## src/rtl/cplm_pkg.sv

```systemverilog
package cplm_pkg;

  // field widths
  localparam int unsigned ColorW   = 24;
  localparam int unsigned ChanW    = 8;
  localparam int unsigned LimitW   = 10;
  localparam int unsigned LimitSqW = 20;
  localparam int unsigned CountW   = 5;

  // redmean weights and register reset
  localparam logic [9:0]          RedBase    = 10'd512;
  localparam logic [9:0]          BlueBase   = 10'd767;
  localparam logic [LimitW-1:0]   LimitReset = 10'd30;
  localparam logic [LimitSqW-1:0] LimitSqReset = LimitSqW'(30 * 30);

  // operation codes
  localparam logic OpLearn = 1'b0;
  localparam logic OpMatch = 1'b1;

  // input item
  typedef struct packed {
    logic              operation;
    logic [ColorW-1:0] pixel_color;
    logic              batch_start;
  } cplm_in_t;

  // result item
  typedef struct packed {
    logic              matched;
    logic              added;
    logic              palette_full;
    logic [CountW-1:0] entry_count;
  } cplm_out_t;

  // token walking along the cell row
  typedef struct packed {
    logic              valid;
    logic [ColorW-1:0] color;
    logic              hit;
  } cplm_tok_t;

  // absolute difference of two channel values
  function automatic logic [ChanW-1:0] abs_diff(input logic [ChanW-1:0] a,
                                                input logic [ChanW-1:0] b);
    abs_diff = (a > b) ? (a - b) : (b - a);
  endfunction

endpackage

```

## src/rtl/cplm_cell.sv

```systemverilog
module cplm_cell import cplm_pkg::*; (
  input  logic                clk_i,
  input  logic                rst_ni,
  input  cplm_tok_t           tok_i,
  output cplm_tok_t           tok_o,
  input  logic                en_i,
  input  logic                wr_en_i,
  input  logic [ColorW-1:0]   wr_color_i,
  input  logic [LimitSqW-1:0] limit_sq_i
);

  logic [ColorW-1:0] entry_q;

  // first stage: channel squares and red mean
  cplm_tok_t    s1_tok_q;
  logic [7:0]   rmean_d, rmean_q;
  logic [15:0]  dr2_d, dg2_d, db2_d;
  logic [15:0]  dr2_q, dg2_q, db2_q;
  logic [7:0]   dr, dg, db;

  // second stage: weighted sum and compare
  logic [9:0]   wr, wb;
  logic [25:0]  pr, pb;
  logic [19:0]  dist_sum;
  logic         near;
  cplm_tok_t    tok_d, tok_q;

  // stored palette entry
  always_ff @(posedge clk_i) begin
    if (wr_en_i) begin
      entry_q <= wr_color_i;
    end
  end

  always_comb begin
    dr      = abs_diff(tok_i.color[23:16], entry_q[23:16]);
    dg      = abs_diff(tok_i.color[15:8], entry_q[15:8]);
    db      = abs_diff(tok_i.color[7:0], entry_q[7:0]);
    rmean_d = 8'(({1'b0, tok_i.color[23:16]} + {1'b0, entry_q[23:16]}) >> 1);
    dr2_d   = {8'd0, dr} * {8'd0, dr};
    dg2_d   = {8'd0, dg} * {8'd0, dg};
    db2_d   = {8'd0, db} * {8'd0, db};
  end

  always_ff @(posedge clk_i or negedge rst_ni) begin
    if (!rst_ni) begin
      s1_tok_q <= '0;
      rmean_q  <= '0;
      dr2_q    <= '0;
      dg2_q    <= '0;
      db2_q    <= '0;
    end else begin
      s1_tok_q <= tok_i;
      rmean_q  <= rmean_d;
      dr2_q    <= dr2_d;
      dg2_q    <= dg2_d;
      db2_q    <= db2_d;
    end
  end

  // redmean distance against limit squared
  always_comb begin
    wr       = RedBase + {2'd0, rmean_q};
    wb       = BlueBase - {2'd0, rmean_q};
    pr       = {16'd0, wr} * {10'd0, dr2_q};
    pb       = {16'd0, wb} * {10'd0, db2_q};
    dist_sum = {2'd0, pr[25:8]} + {2'd0, dg2_q, 2'b00} + {2'd0, pb[25:8]};
    near     = en_i && (dist_sum <= limit_sq_i);
    tok_d    = s1_tok_q;
    tok_d.hit = s1_tok_q.hit | near;
  end

  always_ff @(posedge clk_i or negedge rst_ni) begin
    if (!rst_ni) begin
      tok_q <= '0;
    end else begin
      tok_q <= tok_d;
    end
  end

  assign tok_o = tok_q;

endmodule

```

## config.mk

```make
export PLATFORM = sky130hd
export DESIGN_NAME = cplm_cell
export DESIGN_NICKNAME = d
export VERILOG_FILES = /design/src/rtl/cplm_pkg.sv /design/src/rtl/cplm_cell.sv
export SDC_FILE = /design/constraint.sdc
export NUM_CORES = 1
export LEC_CHECK = 0
export BUFFER_PORTS_ARGS = -buffer_cell sky130_fd_sc_hd__buf_2
export CORE_MARGIN = 1
export CORE_UTILIZATION = 47
export CTS_CLUSTER_DIAMETER = 80
export DETAILED_ROUTE_END_ITERATION = 10
export PLACE_DENSITY = 0.61
export SETUP_SLACK_MARGIN = 0.2
export SKIP_LAST_GASP = 1
export SYNTH_ARGS = -nofsm -noshare
export SYNTH_HDL_FRONTEND = slang
export SYNTH_SLANG_ARGS = --single-unit
export TNS_END_PERCENT = 20
```

## constraint.sdc

```tcl
create_clock -name clk_i -period 18.3 [get_ports clk_i]
set_input_delay 1.83 -clock clk_i [delete_from_list [all_inputs] [get_ports clk_i]]
set_output_delay 1.83 -clock clk_i [all_outputs]
set_load 0.05 [all_outputs]
```

Word-level counts from Yosys, hierarchy flattened:

Index checks and enable logic that the tools add are counted.

* flip-flop bits (word level): 132
* output and inout bits: 26
* logic and storage cells: 36

* add/sub/neg operators: 11
* multipliers: 5
* order comparisons: 4
* multiplexer cells: 3
* bitwise gates (word level): 1
* reductions and logical operators: 1

Operator list (number)
* multiplier 10 x 16 -> 26 bit: 2
* multiplier 8 x 8 -> 16 bit: 3
* subtractor 8 bit: 6
* > comparator 8 bit: 3
* two-way mux 8 bit: 3
* adder 19 x 18 -> 20 bit: 1
* less-or-equal comparator 20 bit: 1
* adder 18 x 18 -> 19 bit: 1
* adder 10 x 8 -> 10 bit, first input constant: 1
* subtractor 10 x 8 -> 10 bit, first input constant: 1
* adder 8 x 8 -> 9 bit: 1
* logical AND 1 bit: 1
* OR 1 bit: 1

Logic depth before layout (Yosys ltp):

Gate-level depths: netlist (run 1).

* depth in word-level cells: 7
* gate-level depth with buffers: 37

Least setup slack after synthesis (run 1):

OpenSTA, ideal clock, no wires.

* path type: flip-flop to flip-flop
* start point: register rmean_q[1]
* end point: register tok_q, in the netlist tok_o[0]
* arrival: 7.982 ns
* data required time: 18.217 ns
* path slack: 10.236 ns
* stages on the path, launching flop included: 35
* clock period less this slack: 8.064 ns
* cell sequence: dfrtp_1 clkbuf_1 clkbuf_1 nand2b_1 fa_1 inv_1 fa_1 inv_1 fa_1 fa_1 fa_1 inv_1 ha_1 and4_1 a211oi_1 o21ai_1 a21oi_1 o21bai_1 a21oi_1 xor2_1 fa_1 inv_1 ha_1 o21a_1 o21a_1 a2111oi_0 o31ai_1 nor4_1 a211oi_1 xnor2_1 ha_1 nor2b_1 o21ai_0 o2111ai_1 o21ai_0

RTL lines
* start, declared: line cplm_cell.sv:16 `logic [7:0] rmean_d, rmean_q;`
* start signal, assigned: line cplm_cell.sv:54 `rmean_q <= rmean_d;`
* end signal, assigned: line cplm_cell.sv:77 `tok_q <= tok_d;`
* end, declared: line cplm_cell.sv:26 `cplm_tok_t tok_d, tok_q;`

==> run_results.csv, run 1 <==
group,metric,value,unit
floorplan,start_util,47.7,%
synth,syn_area,21100,um2
floorplan,dieArea,45800,um2
setup_path,crit_path_max_fanout,30,
clock_tree,cts_setup_buffers,0,
layout,mostFrequentLayoutCells,"inv_1, ha_1, fa_1",
sta,finalSetupViolations,0,
setup_path,crit_top_cell,"fa_1",
setup_path,cp_data_required_time,18.68,ns
setup_path,worst-setup-path-type,"reg2reg",
synth,ys_warn_count,0,
clock_tree,cts_hold_buffers,0,
placement,place_area,22200,um2
setup_path,slowest_stage,"dfrtp_1",
sta,finalHoldViolCount,0,
synth,ys_ff_latch,129,
layout,fillers,4054,
synth,syn_area_per_cell,9.56,um2
clock_tree,clock_tree.root_cell,"clkbuf_16",
route,num_vias,14606,
global_route,grt_max_degree,56,
clock_tree,cts_buffers,17,
synth,synth_edf_count,24,
synth,synth_ff_type,"dfrtp_1",
placement,place.gp.congestion,0.883,
setup_path,r2r_slack,9.22,ns
sta,finalCritPeriodShare,49.6,%
sta,fin_skew,0.0115,ns
layout,layout_commonest_cell,"inv_1",
route,dr.pass1.iters,5,
sta,rsz0062_at_grt,"false",
synth,synth_seq_area_share,15.9,%
global_route,grt_usage,20.0,%
clock_tree,cts_max_level,4,
clock_tree,ctsResizeCount,0,
setup_path,crit_path_max_incr_delay,0.74,ns
layout,syn_to_final_growth,7.85,%
placement,port_buffers,99,
setup_path,crit_path_start_kind,"flip-flop",
layout,diodes,0,
global_route,gr-total-overflow,0,
floorplan,io_pins,100,
hold_path,hp-class,"reg2reg",
clock_tree,cts_sinks,129,
status,status,"finished, final reports clean",
synth,synthCells,2209,
clock_tree,clk_latency,0.46,ns
floorplan,die_x,214,um
setup_path,cp-end-kind,"flip-flop",
global_route,antenna_found_initial,0,
layout,drive_above_1_share,7.70,%
floorplan,num_rows,77,
global_route,grt_pass1_vias,15268,
sta,fmax,0.110,GHz
synth,synth_cell_types,84,
sta,relSlewSlack,23.7,%
layout,final_area,22800,um2
layout,nets,2982,
sta,drv_slew,0,
run,cap_violations,0,
synth,synthArstFlopShare,81.4,%
floorplan,core,44200,um2
global_route,grt_pass1_wl,74.2,mm
sta,min_period,9.08,ns
clock_tree,path_clk_slew,0.07,ns
route,drt-initial-drc-count,667,
route,viasPerCell,5.03,
sta,worst_pin_slew,1.14,ns
route,wire_per_inst,15.0,um
clock_tree,ctsLongestPathBuffers,2,
clock_tree,cts_tree,"done",
setup_path,arrival,9.46,ns
route,antenna_left,0,
route,wl,43.6,mm
route,drc,0,
sta,setup_tns,0,ns
placement,hpwl,36.1,mm
floorplan,dieHeight,214,um
[registers in the layout, summed over array words and instances (netlist names)]
signal    cells
db2_q        15
tok_o        26
dg2_q        15
entry_q      24
rmean_q       8
s1_tok_q     26
dr2_q        15
[cell families (layout without fill, tap and decap cells)]
group | after synthesis | count (layout) | share of synthesized area [%]
AO/OA/AOI/OAI | 293 | 293 | 9.27
multiplexers | 21 | 21 | 1.10
flip-flops | 129 | 129 | 15.9
XOR/XNOR | 116 | 116 | 5.19
AND/OR/NAND/NOR | 531 | 531 | 13.1
adder cells (fa/ha/maj) | 609 | 609 | 46.2
buffers and inverters | 508 | 599 | 9.23
other | 2 | 14 | 0.0356
[synthesized netlist by cell type, types with 8 or more instances]
library cell,count,area (um2)
edfxtp_1,24,721
nand3_1,18,90.1
clkbuf_1,31,116
o21a_1,20,150
nand2b_1,79,494
a211oi_1,10,75.1
inv_1,466,1750
mux2i_1,13,130
a21oi_1,89,445
o21ai_0,48,240
nand4_1,13,81.3
nor2b_1,72,450
fa_1,284,5690
or2_2,8,50.1
and2_1,58,363
xor2_1,39,342
ha_1,325,4070
a21o_1,32,240
nand2_1,101,379
o21bai_1,18,135
xnor2_1,68,596
nor3_1,21,105
dfrtp_1,105,2630
nor2_1,118,443
[path summary, 6_finish.rpt]
path | start | to | cells after the start
hold / removal | s1_tok_q[5] | tok_o[5] | 0
hold reg to reg | s1_tok_q[5] | tok_o[5] | 0
max in group asynchronous | rst_ni | db2_q[5] | 2
setup / recovery | rmean_q[2] | tok_o[0] | 32
setup reg to reg | rmean_q[2] | tok_o[0] | 32
min in group asynchronous | rst_ni | tok_o[19] | 1
[metal layers]
layer / up-vias / track usage [%] / wire length (um)
met3: 28 / 2.60 / 1150
li1: 7161 / - / -
met1: 7245 / 26.8 / 20600
met2: 172 / 34.0 / 21400
met4: 0 / 5.08 / 533
met5: - / 0 / 0
[critical path, delay by kind of cell, from the launching register on]
kind	cells	cell delay (ns)
AO/OA/AOI/OAI	13	2.75
buffers and inverters	4	0.20
adder cells (fa/ha/maj)	9	3.82
AND/OR/NAND/NOR	4	1.01
flip-flops	1	0.74
XOR/XNOR	2	0.48
[area by class of cell]
cell class	instances	area (um2)	area share (%)
well taps	592	741	3.25
clock inverters	14	118	0.517
clock buffers	18	439	1.93
inverters	466	1750	7.68
repair buffers	101	513	2.25
flip-flops and latches	129	3350	14.7
multi-input cells	1584	15900	69.7
[metrics by stage]
stage	setup WS (ns)	util, %	instances	hold slack (ns)
floorplan	10.24	-	2221	0.331
global placement	9.48	50.2	2872	0.332
detailed placement	9.25	50.2	2872	0.335
CTS	9.25	51.5	2904	0.349
global route	8.59	51.5	2904	0.352
finish	9.22	51.5	2904	0.348
Power of run 1 is not shown: default switching activity piles up to over one toggle a cycle in this logic, so the estimate is an artifact.
==> run 2: changes to the inputs <==
--- a/config.mk
+++ b/config.mk
@@ -5,12 +5,13 @@
 export SDC_FILE = /design/constraint.sdc
 export NUM_CORES = 1
 export LEC_CHECK = 0
+export ABC_AREA = 1
 export BUFFER_PORTS_ARGS = -buffer_cell sky130_fd_sc_hd__buf_2
 export CORE_MARGIN = 1
 export CORE_UTILIZATION = 47
 export CTS_CLUSTER_DIAMETER = 80
 export DETAILED_ROUTE_END_ITERATION = 10
-export PLACE_DENSITY = 0.61
+export PLACE_DENSITY = 0.63
 export SETUP_SLACK_MARGIN = 0.2
 export SKIP_LAST_GASP = 1
 export SYNTH_ARGS = -nofsm -noshare
==> constraint.sdc (replaced) <==
create_clock -name clk_i -period 7.5 [get_ports clk_i]
set_input_delay 0.75 -clock clk_i [delete_from_list [all_inputs] [get_ports clk_i]]
set_output_delay 0.75 -clock clk_i [all_outputs]
set_load 0.05 [all_outputs]
==> run 2 against run 1 <==
Net effect: fmax increased by 23%; utilization increased by 5.7 points; critical endpoint unchanged; global-route usage increased by 3.2 points; die area increased by 5.2%; wire length increased by 23%; design area increased by 17%; register-to-register slack got worse by 9.1 ns; largest cell class unchanged; clock-buffer cell count increased by 1.
==> run_results.csv, run 2 <==
group,metric,value,unit
layout,drive_above_1_share,20.1,%
sta,fin_skew,0.0119,ns
route,viasPerCell,5.00,
synth,synth_ff_type,"dfrtp_1",
synth,synth_fa_ha_area_share,43.9,%
hold_path,min_to,"tok_o[2]",
route,met2WireLength,26.5,mm
sta,relSlewSlack,38.1,%
route,drt-initial-drc-count,834,
floorplan,io_pins,100,
clock_tree,cts_max_level,4,
setup_path,reg2reg_depth,35,
global_route,grt_max_degree,56,
layout,mostFrequentLayoutCells,"inv_1, nand2_1, ha_1",
run,cap_violations,0,
setup_path,crit_path_max_incr_delay,0.57,ns
setup_path,worst-setup-path-type,"reg2reg",
floorplan,num_rows,79,
synth,synth.area.mux_share,0,%
sta,drv_slew,0,
global_route,grt_pass1_wl,88.9,mm
status,status,"finished, final reports clean",
placement,port_buffers,99,
layout,nets,3663,
synth,synthCells,2728,
route,drc,0,
setup_path,crit_path_max_fanout,4,
sta,finalSetupViolations,0,
synth,syn_area,22200,um2
route,num_vias,17992,
floorplan,dieArea,48200,um2
floorplan,core,46600,um2
synth,synth_top_area_share,25.6,%
synth,synth_edf_count,24,
synth,synth_top_family_by_area,"adder cells",
global_route,grt_pass1_vias,18596,
floorplan,start_util,47.8,%
setup_path,cp-end-kind,"flip-flop",
synth,synth_area_leaders,"fa_1, ha_1, dfrtp_1, inv_1, nand2_1",
route,top_layer,"met4",
floorplan,die_x,219,um
layout,diodes,0,
synth,ys_ff_latch,129,
synth,yosys.area.top_type,"fa_1",
hold_path,whs_path_depth,0,
sta,finalCritPeriodShare,98.4,%
layout,final_area,26600,um2
global_route,grt_usage,23.2,%
route,antenna_left,0,
synth,ys_warn_count,0,
setup_path,arrival,7.72,ns
synth,synth_top_cells_by_count,"inv_1, nand2_1, ha_1, fa_1, nor2_1",
layout,syn_to_final_growth,19.7,%
sta,min_period,7.38,ns
clock_tree,cts_buffers,17,
clock_tree,clk_latency,0.45,ns
synth,synth_cell_types,53,
sta,fmax,0.136,GHz
sta,finalHoldViolCount,0,
placement,place.gp.congestion,0.934,
route,wl,53.5,mm
layout,final_util,57.1,%
placement,place_area,24400,um2
clock_tree,ctsLongestPathBuffers,2,
floorplan,dieHeight,219,um
synth,syn_area_per_cell,8.15,um2
setup_path,cp_data_required_time,7.84,ns
route,wire_per_inst,14.9,um
placement,hpwl,45.3,mm
setup_path,slowest_stage,"fa_1",
setup_path,reg2reg_to,"tok_o[0]",
setup_path,crit_path_start_kind,"flip-flop",
synth,synth_xor_xnor_area_share,4.88,%
synth,synthMostInstantiatedCell,"inv_1",
synth,synth_seq_area_share,15.1,%
setup_path,r2r_slack,0.12,ns
hold_path,hp-start,"s1_tok_q[2]",
setup_path,r2r_start,"rmean_q[1]",
route,met3_length,1.68,mm
hold_path,hp-class,"reg2reg",
route,m1WireLength,23.9,mm
route,dr.pass1.iters,5,
layout,layout_commonest_cell,"inv_1",
synth,synthArstFlopShare,81.4,%
clock_tree,clock_tree.root_cell,"clkbuf_16",
synth,synth-compound-area-share,7.26,%
clock_tree,cts_tree,"done",
sta,worst_pin_slew,0.929,ns
sta,rsz0062_at_grt,"true",
synth,synthSimpleGateAreaFrac,16.7,%
global_route,antenna_found_initial,0,
clock_tree,path_clk_slew,0.07,ns
clock_tree,cts_sinks,129,
global_route,gr-total-overflow,0,
-- run 2: changes by cell type after synthesis, moves of 52 or more --
cell      delta
nand2_1    +414
inv_1      +179
nand2b_1    -79
nor2_1      +79
nor2b_1     -72
and2_1      -57
a21oi_1     +52
-- run 2: what timing repair did --
item                                    4_1_cts  5_1_grt
resized for setup                           191      117
endpoints found under the setup margin        1        1
hold endpoints to repair                      0        0
hold buffers                                  0        0
buffers inserted                             16       12
pin swaps                                    78       92
-- run 2: area by class of cell --
cell class,instances,area [um2]
clock buffer,19,433
sequential,129,3360
tap,607,759
clock inverter,13,138
inverter,658,2490
multi-input combinational,1903,17500
fill,4197,20000
timing repair buffer,271,1930
-- run 2: logic make-up after synthesis --
logic type               count (synthesis)
flip-flops                             129
adder cells (fa/ha/maj)                609
XOR/XNOR                               123
other                                    2
AO/OA/AOI/OAI                          281
AND/OR/NAND/NOR                        876
buffers and inverters                  708
-- run 2: worst max-delay path: cells and delay by family, from the launching register on --
kind | cells | cell delay [ns]
flip-flops | 1 | 0.43
buffers and inverters | 5 | 0.39
adder cells (fa/ha/maj) | 9 | 3.96
AND/OR/NAND/NOR | 13 | 1.15
AO/OA/AOI/OAI | 6 | 1.03
XOR/XNOR | 2 | 0.31
-- run 2: worst max-delay path by stage --
stage	from	end	slack [ns]	cells past startpoint
after CTS	rmean_q[4]	tok_o[0]	0.20	37
after floorplan	rmean_q[1]	tok_o[0]	0.20	39
final	rmean_q[1]	tok_o[0]	0.12	35
after detailed placement	rmean_q[1]	tok_o[0]	-0.29	37
after global routing	rmean_q[1]	tok_o[0]	-0.19	37
after global placement	rmean_q[1]	tok_o[0]	-0.20	36
-- run 2: per-layer routing --
layer  GRT usage (%)  vias up
met5               0        -
met4            7.71        0
met3            2.76       82
met2            39.5      310
met1            30.4     8802
li1                -     8798
-- run 2: stage by stage --
step	hold WS [ns]	worst slack (ns)	std cells	TNS [ns]
4_1_cts	0.344	0.200	3588	0
3_5_place_dp	0.335	-0.285	3540	-0.285
2_1_floorplan	0.331	0.202	2740	0
5_1_grt	0.352	-0.194	3600	-0.194
3_3_place_gp	0.331	-0.200	3540	-0.200
6_report	0.342	0.120	3600	0
Power of run 2 is left out for the same reason.
